`config.mk`:
```
export PLATFORM = sky130hd
export DESIGN_NAME = lir_div_stage
export DESIGN_NICKNAME = d
export VERILOG_FILES = /design/src/rtl/lir_pkg.sv /design/src/rtl/lir_div_stage.sv
export SDC_FILE = /design/constraint.sdc
export NUM_CORES = 1
export LEC_CHECK = 0
export BUFFER_PORTS_ARGS = -buffer_cell sky130_fd_sc_hd__buf_2
export CAP_MARGIN = 20
export CORE_MARGIN = 2
export CORE_UTILIZATION = 50
export CTS_BUF_LIST = sky130_fd_sc_hd__clkbuf_4 sky130_fd_sc_hd__clkbuf_8 sky130_fd_sc_hd__clkbuf_16
export CTS_CLUSTER_SIZE = 40
export DETAILED_ROUTE_END_ITERATION = 8
export GPL_TIMING_DRIVEN = 0
export MAX_ROUTING_LAYER = met4
export PLACE_DENSITY = 0.83
export SLEW_MARGIN = 5
export SYNTH_ARGS = -nofsm -noshare
export SYNTH_HDL_FRONTEND = slang
export SYNTH_SLANG_ARGS = --single-unit
```
`constraint.sdc`:
```
create_clock -name i_clk -period 6.3 [get_ports i_clk]
set_clock_uncertainty 0.05 [all_clocks]
set_input_delay 0.63 -clock i_clk [delete_from_list [all_inputs] [get_ports i_clk]]
set_output_delay 0.63 -clock i_clk [all_outputs]
set_load 0.02 [all_outputs]
```
`src/rtl/lir_pkg.sv`:
```
// lir_pkg: shared types and constants for the line intersection ratio block.
// No dependencies; used by lir_div_stage and line_intersection_ratio_2d.
package lir_pkg;

    // Width of the ratio result, fixed by the result format.
    localparam int RATIO_BITS = 24;

    // Control word that travels down the pipeline beside the data.
    typedef struct packed {
        logic valid;
        logic parallel;
        logic clipped;
    } t_ctl;

endpackage

```
`src/rtl/lir_div_stage.sv`:
```
// lir_div_stage: one restoring-division step that settles one quotient bit.
// Depends on lir_pkg for the quotient width and the control word.
module lir_div_stage #(
    parameter int MW  = 35,
    parameter int CW  = 59,
    parameter int BIT = 0
) (
    input  logic                            i_clk,
    input  logic                            i_rst_n,
    input  lir_pkg::t_ctl                   i_ctl,
    input  logic [CW-1:0]                   i_rem,
    input  logic [MW-1:0]                   i_den,
    input  logic [lir_pkg::RATIO_BITS-1:0]  i_quo,
    output lir_pkg::t_ctl                   o_ctl,
    output logic [CW-1:0]                   o_rem,
    output logic [MW-1:0]                   o_den,
    output logic [lir_pkg::RATIO_BITS-1:0]  o_quo
);

    logic [CW-1:0]                  w_dsh;
    logic                           w_ge;
    logic [CW-1:0]                  n_rem;
    logic [lir_pkg::RATIO_BITS-1:0] n_quo;

    lir_pkg::t_ctl                  r_ctl;
    logic [CW-1:0]                  r_rem;
    logic [MW-1:0]                  r_den;
    logic [lir_pkg::RATIO_BITS-1:0] r_quo;

    // Divisor aligned to this quotient bit; never loses bits since BIT < RATIO_BITS.
    always_comb begin
        w_dsh = CW'(i_den) << BIT;
        w_ge  = (i_rem >= w_dsh);
        n_rem = w_ge ? (i_rem - w_dsh) : i_rem;
        n_quo = i_quo;
        n_quo[BIT] = w_ge;
    end

    always_ff @(posedge i_clk) begin
        r_rem <= n_rem;
        r_den <= i_den;
        r_quo <= n_quo;
    end

    always_ff @(posedge i_clk) begin
        if (!i_rst_n) begin
            r_ctl <= '0;
        end else begin
            r_ctl <= i_ctl;
        end
    end

    assign o_ctl = r_ctl;
    assign o_rem = r_rem;
    assign o_den = r_den;
    assign o_quo = r_quo;

endmodule

```
==> metrics.csv <==
stage,metric,value,unit
yosys,synth_area_per_cell,8.77,um2
timing,final-setup-viol-count,0,
timing,fin_setup_tns,0,ps
worst_hold_path,hold_class,in2reg,
critical_path,critPathRequiredTime,6530,ps
timing,period_share,0.555,
timing,hold_viol_final,0,
critical_path,worstPathArrival,3730,ps
die,die_h,111,um
power_and_ir_drop,total_leakage_power,3.66,nW
clock_tree,ctsHoldBuffers,0,
detailed_routing,ant_nets,0,
timing,finalMaxSlewViolations,0,
power_and_ir_drop,powerDensity,312,nW/um2
die,start_util,0.507,
placed_design,place.gp.congestion,0.940,
clock_tree,clkSlewWorstSetupHoldPaths,60,ps
critical_path,crit_fanout,4,
detailed_routing,vias,5687,
clock_tree,cts_resized,0,
yosys,ys_types,63,
timing,rsz0062_at_grt,false,
detailed_routing,wirelength,16000,um
clock_tree,cts_num_sinks,121,
yosys,syn_area,5730,um2
timing,tightest_slew,972,ps
placed_design,hpwl,12600,um
detailed_routing,wl_per_cell,15.0,um
critical_path,endpoint_kind,flop,
critical_path,crit_type,in2reg,
detailed_routing,viasPerCell,5.31,
cells_and_area,drive_above_1_share,0.321,
yosys,async_reset_ff_frac,0,
die,core_area,11300,um2
cells_and_area,areaGrowthSynthToFinish,35.3,%
clock_tree,cts.path.max_buffers,2,
status,run_status,"complete, no violations",
yosys,synth_nets,813,
timing,slew_headroom,0.346,
clock_tree,cts_setup_buffers,0,
grt,grt_pass1_wl,25600,um
detailed_routing,drt_first_iter_violations,374,
grt,overflow,0,
yosys,synth_edf_count,0,
timing,fmax,286,MHz
placed_design,place_inst,1038,
timing,final.min_clock_period,3500,ps
detailed_routing,dr.pass1.iters,5,
clock_tree,cts_buffers,17,
grt,grt_max_degree,17,
grt,grt_pass1_vias,5379,
detailed_routing,drc_errors,0,
clock_tree,htree_levels,4,
cells_and_area,layout_commonest_cell,buf_2,
die,dieWidth,111,um
clock_tree,ctsRootBufferMaster,clkbuf_16,
cells_and_area,diodes,0,
yosys,ys_seq_area_frac,0.422,
placed_design,io_buffers,241,
grt,grtUsageTotal,0.266,
yosys,ys_seq_elements,121,
clock_tree,cts_tree,yes,
yosys,synthCells,654,
grt,antenna_found_initial,0,
power_and_ir_drop,ir_worst_vdd,260,uV
yosys,ys.flop_type,dfxtp_1,
cells_and_area,layout_common_cells,"buf_2 (244), dfxtp_1 (121), nand2_1 (69)",
cells_and_area,final_cell_count_no_fill,1070,
die,rows,39,
flow_run,cap_violations,0,
critical_path,crit_path_start_kind,input pin,
critical_path,crit_start,i_rem[0],
worst_hold_path,min_from,i_quo[8],
die,die_area,12300,um2
cells_and_area,finalNetCount,1073,
die,ioPinCount,244,
yosys,yosysWarnings,0,
==> worst paths after layout <==
kind                            end  slack, ps  cells past startpoint
setup / recovery  o_rem[50]$_DFF_P_       2800                     13
hold / removal     o_quo[8]$_DFF_P_        260                      1
==> worst max-delay path: stages <==
cell and delay [ps]:
buf_2 100, inv_1 50, ha_1 160, inv_1 60, fa_1 410, a21o_1 220, a221oi_1 470, a2bb2oi_1 310
a211oi_1 160, a211oi_2 430, o31ai_2 180, a311oi_1 440, xor2_1 110
==> metrics by stage <==
step,worst slack (ps),total power [mW],instance area [um2],hold WS (ps),util
after global placement,2510,1.39,7120,682,0.629
after detailed placement,2480,1.39,7120,684,0.629
after floorplan,3100,1.21,5730,608,-
after global routing,2610,2.52,7760,248,0.685
after CTS,2900,2.43,7760,248,0.685
final,2800,2.42,7760,256,0.685
==> sequential cells by signal (all words and copies together), names as in the netlist <==
register,flops
o_ctl,3
o_den,35
o_quo,24
o_rem,59
==> logic make-up after synthesis <==
family	count (synthesis)	share of synthesized area
AO/OA/AOI/OAI	164	0.179
adder cells (fa/ha/maj)	36	0.0799
buffers and inverters	76	0.0541
AND/OR/NAND/NOR	201	0.178
XOR/XNOR	54	0.0825
multiplexers	2	0.00458
flip-flops	121	0.422
==> Yosys cell counts (18+ instances only) <==
library cell	number	area, um2
nand4_1	18	113
o21ai_0	54	270
ha_1	35	438
nor2_1	28	105
clkbuf_1	19	71.3
dfxtp_1	121	2420
xnor2_1	25	219
xor2_1	29	254
nand2_1	69	259
nor3_1	26	130
inv_1	49	184
a21oi_1	47	235
==> where the power goes <==
part           total, mW  internal [mW]  switching, mW
registers          0.867          0.848         0.0187
clock network       1.03          0.690          0.345
logic              0.518          0.191          0.327
==> routing by layer <==
metal	part of all wire	GRT usage
met1	0.43	0.316
met2	0.48	0.441
met3	0.077	0.0629
met4	0.019	0.0988
met5	0	-
==> layout make-up <==
class	instances	area, um2
timing repair buffer	241	1210
inverter	50	190
clock inverter	11	170
clock buffer	21	468
buffer	26	120
multi-input combinational	457	3000
sequential	121	2420
fill	945	3560
tap	143	179
No activity file was read; power rests on OpenSTA's default activity.
