<file path="src/rtl/lir_front.sv">
// lir_front: coordinate differences, cross products and the two determinants.
// Three register stages. Depends on nothing but its parameter.
module lir_front #(
    parameter int COORD_BITS = 16
) (
    input  logic                          i_clk,
    input  logic                          i_rst_n,
    input  logic                          i_vld,
    input  logic signed [COORD_BITS-1:0]  i_ax0,
    input  logic signed [COORD_BITS-1:0]  i_ay0,
    input  logic signed [COORD_BITS-1:0]  i_ax1,
    input  logic signed [COORD_BITS-1:0]  i_ay1,
    input  logic signed [COORD_BITS-1:0]  i_bx0,
    input  logic signed [COORD_BITS-1:0]  i_by0,
    input  logic signed [COORD_BITS-1:0]  i_bx1,
    input  logic signed [COORD_BITS-1:0]  i_by1,
    output logic                          o_vld,
    output logic signed [2*COORD_BITS+2:0] o_num,
    output logic signed [2*COORD_BITS+2:0] o_den
);

    localparam int DW = COORD_BITS + 1;
    localparam int PW = 2 * DW;
    localparam int SW = PW + 1;

    logic [2:0] r_vld;

    logic signed [DW-1:0] r_dx13, r_dy34, r_dy13, r_dx34, r_dx12, r_dy12;
    logic signed [PW-1:0] r_p0, r_p1, r_p2, r_p3;
    logic signed [SW-1:0] r_num, r_den;

    logic signed [PW-1:0] n_p0, n_p1, n_p2, n_p3;

    // Stage 1: differences, one bit wider than the coordinates.
    always_ff @(posedge i_clk) begin
        r_dx13 <= DW'(i_ax0) - DW'(i_bx0);
        r_dy34 <= DW'(i_by0) - DW'(i_by1);
        r_dy13 <= DW'(i_ay0) - DW'(i_by0);
        r_dx34 <= DW'(i_bx0) - DW'(i_bx1);
        r_dx12 <= DW'(i_ax0) - DW'(i_ax1);
        r_dy12 <= DW'(i_ay0) - DW'(i_ay1);
    end

    // Stage 2: four independent signed products.
    always_comb begin
        n_p0 = r_dx13 * r_dy34;
        n_p1 = r_dy13 * r_dx34;
        n_p2 = r_dx12 * r_dy34;
        n_p3 = r_dy12 * r_dx34;
    end

    always_ff @(posedge i_clk) begin
        r_p0 <= n_p0;
        r_p1 <= n_p1;
        r_p2 <= n_p2;
        r_p3 <= n_p3;
    end

    // Stage 3: numerator and denominator determinants.
    always_ff @(posedge i_clk) begin
        r_num <= SW'(r_p0) - SW'(r_p1);
        r_den <= SW'(r_p2) - SW'(r_p3);
    end

    always_ff @(posedge i_clk) begin
        if (!i_rst_n) begin
            r_vld <= '0;
        end else begin
            r_vld <= {r_vld[1:0], i_vld};
        end
    end

    assign o_vld = r_vld[2];
    assign o_num = r_num;
    assign o_den = r_den;

endmodule

</file>
<file path="config.mk">
export PLATFORM = sky130hd
export DESIGN_NAME = lir_front
export DESIGN_NICKNAME = d
export VERILOG_FILES = /design/src/rtl/lir_front.sv
export SDC_FILE = /design/constraint.sdc
export NUM_CORES = 2
export LEC_CHECK = 0
export ABC_AREA = 1
export BUFFER_PORTS_ARGS = -buffer_cell sky130_fd_sc_hd__buf_4
export CAP_MARGIN = 20
export CORE_AREA = 2 2 324 326
export DETAILED_ROUTE_END_ITERATION = 8
export DIE_AREA = 0 0 326 328
export PLACE_DENSITY = 0.8
export SYNTH_ARGS = -nofsm -noshare
export SYNTH_HDL_FRONTEND = slang
export SYNTH_SLANG_ARGS = --single-unit
</file>
<file path="constraint.sdc">
create_clock -name i_clk -period 6.3 [get_ports i_clk]
set_input_delay 0.315 -clock i_clk [delete_from_list [all_inputs] [get_ports i_clk]]
set_output_delay 0.315 -clock i_clk [all_outputs]
set_load 0.02 [all_outputs]
</file>
==> results by stage <==
Global routing:
- The via count of the first global-routing pass is ~57,000.
- The largest net degree at the start of global routing is 35.
- The first global-routing pass estimated 300 mm of wire.
- The number of antenna violations at the first check in global routing is 1.
- In the global route stage, overall resource usage came out at 35.8%.
- The overflow left after global routing is 0.

Synth:
- Of all flip-flops after synthesis, the portion carrying an async set or reset was 0%.
- In the synthesized netlist, the cells that appear most often are sky130_fd_sc_hd__inv_1 (2,495), sky130_fd_sc_hd__nand2_1 (2,305), sky130_fd_sc_hd__fa_1 (1,192), sky130_fd_sc_hd__ha_1 (504), sky130_fd_sc_hd__nor2_1 (361).
- The area share of the largest cell type after synthesis is 37.4%.
- In this run, distinct cell masters in the synthesized netlist total 40.
- The largest area contributor in the netlist is sky130_fd_sc_hd__fa_1.
- After synthesis, the mean cell area works out to ~7.4 sq um.
- The synthesized instance count is 8,597.
- Counting every net in the synthesized netlist gives about 10,000.
- Sorting the synthesized cells by area gives the leading types as sky130_fd_sc_hd__fa_1 (37%), sky130_fd_sc_hd__inv_1 (15%), sky130_fd_sc_hd__nand2_1 (14%).
- The Yosys step of the flow raised 0 warnings.
- The netlist area before placement is roughly 0.064 sq mm.
- Counting flops and latches in the post-synthesis netlist gives 311.
- The number of synthesized flops with an enable pin is 0.
- The flip-flop cell with the highest count after synthesis is sky130_fd_sc_hd__dfxtp_1.
- Among all cell types in the netlist, the one instantiated most often is sky130_fd_sc_hd__inv_1.
- The portion of the post-synthesis area used by sequential elements is 9.76%.

CTS:
- The worst-case clock buffer depth is 3.
- Clock-pin slew was measured on the worst setup and hold paths at around 60 ps.
- TritonCTS built the clock tree.
- In this run, CTS created clock tree buffers numbering 41.
- The clock tree root buffer cell is sky130_fd_sc_hd__clkbuf_16.
- The later pin in the worst-skew pair is clocked with a latency of between 600 and 700 ps.
- CTS saw 311 sinks.
- The H-tree was split into 2 levels.
- Post-CTS timing repair inserted 0 buffers for setup.

Setup path:
- The data arrival at the endpoint of the critical path is between 6000 and 7000 ps.
- The worst endpoint required time is 6820 ps.
- STA classifies the critical path endpoint as a flop.
- The sort of element at the start of the critical path is a flop.
- By startpoint and endpoint, the worst setup path is classified as reg2reg.
- The highest fanout seen on the critical path is 17.

Floorplan:
- In this run the core area contains between 100 and 150 standard-cell rows.
- The core region is roughly 0.10 sq mm.
- The floorplan step set the die width to 326 um.
- The die extent in y is 328 um.
- The die outline area is 0.107 sq mm.
- The initial core utilization is 61.8%.
- The number of I/O pins is approximately 200.

Timing:
- The final sum of negative setup slack is 0 ps.
- The number of endpoints failing setup at the final stage is 0.
- The max-slew violation count is 0.
- The final hold violation count is 0.
- Of the available clock period, the critical path in the final layout requires 96.5%.
- The setup skew after layout is 31.2 ps.
- The setup slack of the critical path after layout is 223 ps.
- The clock period minus worst slack is 6080 ps.
- Setup repair after global routing left no endpoint under its margin.
- At the pin with the least slew margin, the transition time is 1020 ps.
- Based on the critical path, the design can be clocked at up to 165 MHz.
- The relative slew slack is around 32%.

Run status:
- The run finished with clean final reports.

Detailed routing:
- The remaining routing DRC violations is 0.
- Wires add up to 185 mm.
- The remaining antenna violation count after routing is 0.
- Using the TritonRoute via totals, the vias-per-cell ratio works out to 5.31.
- The first TritonRoute pass finished after 6 iterations.
- The via count is 53,800.
- Dividing the detail-routed wire length by the instance count gives 18.3 um.
- The number of violations reported at the end of detailed-routing iteration 0 is 3,927.

Finish:
- Summing all multi-input logic gate instances after layout gives 0.0472 sq mm.
- The final net count is 10,500.
- Cells with a size suffix above 1 make up 5.75% of the layout.
- Counting the fill cells in the layout gives between 8,000 and 9,000.
- Registers take 0.00623 sq mm.
- Relative to the synthesized area, the layout overhead comes to 7.66%.

Placed design:
- Port buffering added 201 buffers.
- The worst setup slack after placement is between 100 and 150 ps.
- After legalization and detailed placement, the total HPWL measured around 160 mm.
- The final estimated routing congestion in global placement is 1.01.

Hold path:
- The tightest min-delay check is of the in2reg type.

Run:
- Max-cap violations in this run came to 0.
-- layer usage --
metal | vias to the layer above | GRT usage [%] | routed length, um
li1 | 24900 | - | -
met1 | 26000 | 45.2 | 71900
met2 | 2413 | 61.0 | 88700
met5 | - | 0 | 0
met4 | 0 | 13.9 | 8180
met3 | 519 | 6.86 | 16700
-- what timing repair did --
item	in CTS	in global routing
endpoints found under the setup margin	0	15
hold buffers	7	0
gates resized for setup	0	5
endpoints found under the hold margin	7	0
-- layout by cell type, fill, tap and decap left out, types with 5 or more instances in the layout --
cell	netlist	final
sky130_fd_sc_hd__a21boi_0	6	5
sky130_fd_sc_hd__a21o_1	12	12
sky130_fd_sc_hd__a21oi_1	283	283
sky130_fd_sc_hd__a21oi_2	10	10
sky130_fd_sc_hd__buf_12	0	18
sky130_fd_sc_hd__buf_4	0	327
sky130_fd_sc_hd__clkbuf_16	0	41
sky130_fd_sc_hd__clkinv_2	0	6
sky130_fd_sc_hd__clkinv_4	0	5
sky130_fd_sc_hd__clkinvlp_4	0	5
sky130_fd_sc_hd__dfxtp_1	311	307
sky130_fd_sc_hd__dlygate4sd3_1	0	7
sky130_fd_sc_hd__fa_1	1192	1192
sky130_fd_sc_hd__ha_1	504	504
sky130_fd_sc_hd__inv_1	2495	2495
sky130_fd_sc_hd__inv_2	8	8
sky130_fd_sc_hd__inv_6	0	6
sky130_fd_sc_hd__nand2_1	2305	2305
sky130_fd_sc_hd__nand2_2	16	16
sky130_fd_sc_hd__nand3_1	227	227
sky130_fd_sc_hd__nand3_2	6	6
sky130_fd_sc_hd__nand3b_1	17	17
sky130_fd_sc_hd__nand4_1	69	69
sky130_fd_sc_hd__nor2_1	361	361
sky130_fd_sc_hd__nor2_2	13	13
sky130_fd_sc_hd__nor3_1	55	55
sky130_fd_sc_hd__nor3_2	9	9
sky130_fd_sc_hd__nor4_1	7	7
sky130_fd_sc_hd__o21a_1	7	7
sky130_fd_sc_hd__o21ai_0	130	130
sky130_fd_sc_hd__o21ai_1	11	11
sky130_fd_sc_hd__o21ai_2	6	6
sky130_fd_sc_hd__o21bai_1	30	30
sky130_fd_sc_hd__o31ai_1	11	11
sky130_fd_sc_hd__or2_2	17	17
sky130_fd_sc_hd__xnor2_1	37	37
sky130_fd_sc_hd__xor2_1	154	154
-- worst paths after layout --
path                        from                  end  slack, ps  cells after the start
max           r_dx13[12]$_DFF_P_     r_p0[22]$_DFF_P_        220                     22
min                     i_ax1[0]    r_dx12[0]$_DFF_P_         30                      3
max reg2reg   r_dx13[12]$_DFF_P_     r_p0[22]$_DFF_P_        220                     22
min reg2reg  r_vld[0]$_SDFF_PN0_  r_vld[1]$_SDFF_PN0_        420                      2
-- registers in the layout, indices dropped and copies added (netlist names) --
register	count
o_den	35
o_num	35
r_p0	34
r_p1	34
r_p2	34
r_p3	34
r_dx12	17
r_dx13	17
r_dx34	17
r_dy12	17
r_dy13	17
r_dy34	17
r_vld	3
-- critical path, stage by stage (launching register included) --
cell and delay, ps:
sky130_fd_sc_hd__dfxtp_1 890, sky130_fd_sc_hd__nand2_1 160, sky130_fd_sc_hd__inv_1 130, sky130_fd_sc_hd__fa_1 390, sky130_fd_sc_hd__inv_1 100, sky130_fd_sc_hd__fa_1 450
sky130_fd_sc_hd__fa_1 520, sky130_fd_sc_hd__inv_1 60, sky130_fd_sc_hd__fa_1 480, sky130_fd_sc_hd__fa_1 510, sky130_fd_sc_hd__inv_1 50, sky130_fd_sc_hd__fa_1 470
sky130_fd_sc_hd__inv_1 40, sky130_fd_sc_hd__ha_1 340, sky130_fd_sc_hd__a21oi_1 440, sky130_fd_sc_hd__o21ai_0 250, sky130_fd_sc_hd__nand2_1 110, sky130_fd_sc_hd__nand2_1 100
sky130_fd_sc_hd__inv_1 70, sky130_fd_sc_hd__nand3_1 140, sky130_fd_sc_hd__nand2_1 90, sky130_fd_sc_hd__inv_1 40, sky130_fd_sc_hd__nor2_1 160
-- per-stage QoR --
stage	hold WS (ps)	utilization (%)	std cells	area [sq um]
2_1_floorplan	386	-	8597	63800
4_1_cts	8.58	66.6	10100	68700
3_5_place_dp	410	65.3	10100	67300
6_report	25.3	66.6	10100	68700
5_1_grt	40.1	66.6	10100	68700
3_3_place_gp	397	65.3	10100	67300
-- cell families after synthesis --
| group | Yosys count | share of synthesized area, % |
|---|---|---|
| adder cells (fa/ha/maj) | 1696 | 47.3 |
| AND/OR/NAND/NOR | 3111 | 19.6 |
| XOR/XNOR | 191 | 2.62 |
| flip-flops | 311 | 9.76 |
| AO/OA/AOI/OAI | 514 | 4.41 |
| buffers and inverters | 2774 | 16.3 |
-- area by class of cell --
type | instances | area share [%]
diodes | 2 | 0.00728
clock buffers | 46 | 1.55
clock inverters | 25 | 0.315
inverters | 2504 | 13.7
multi-input cells | 5512 | 68.7
flip-flops and latches | 311 | 9.07
well taps | 1380 | 2.51
repair buffers | 352 | 4.20
Power is not shown: default switching activity piles up to over one toggle a cycle in this logic, so the estimate is an artifact.
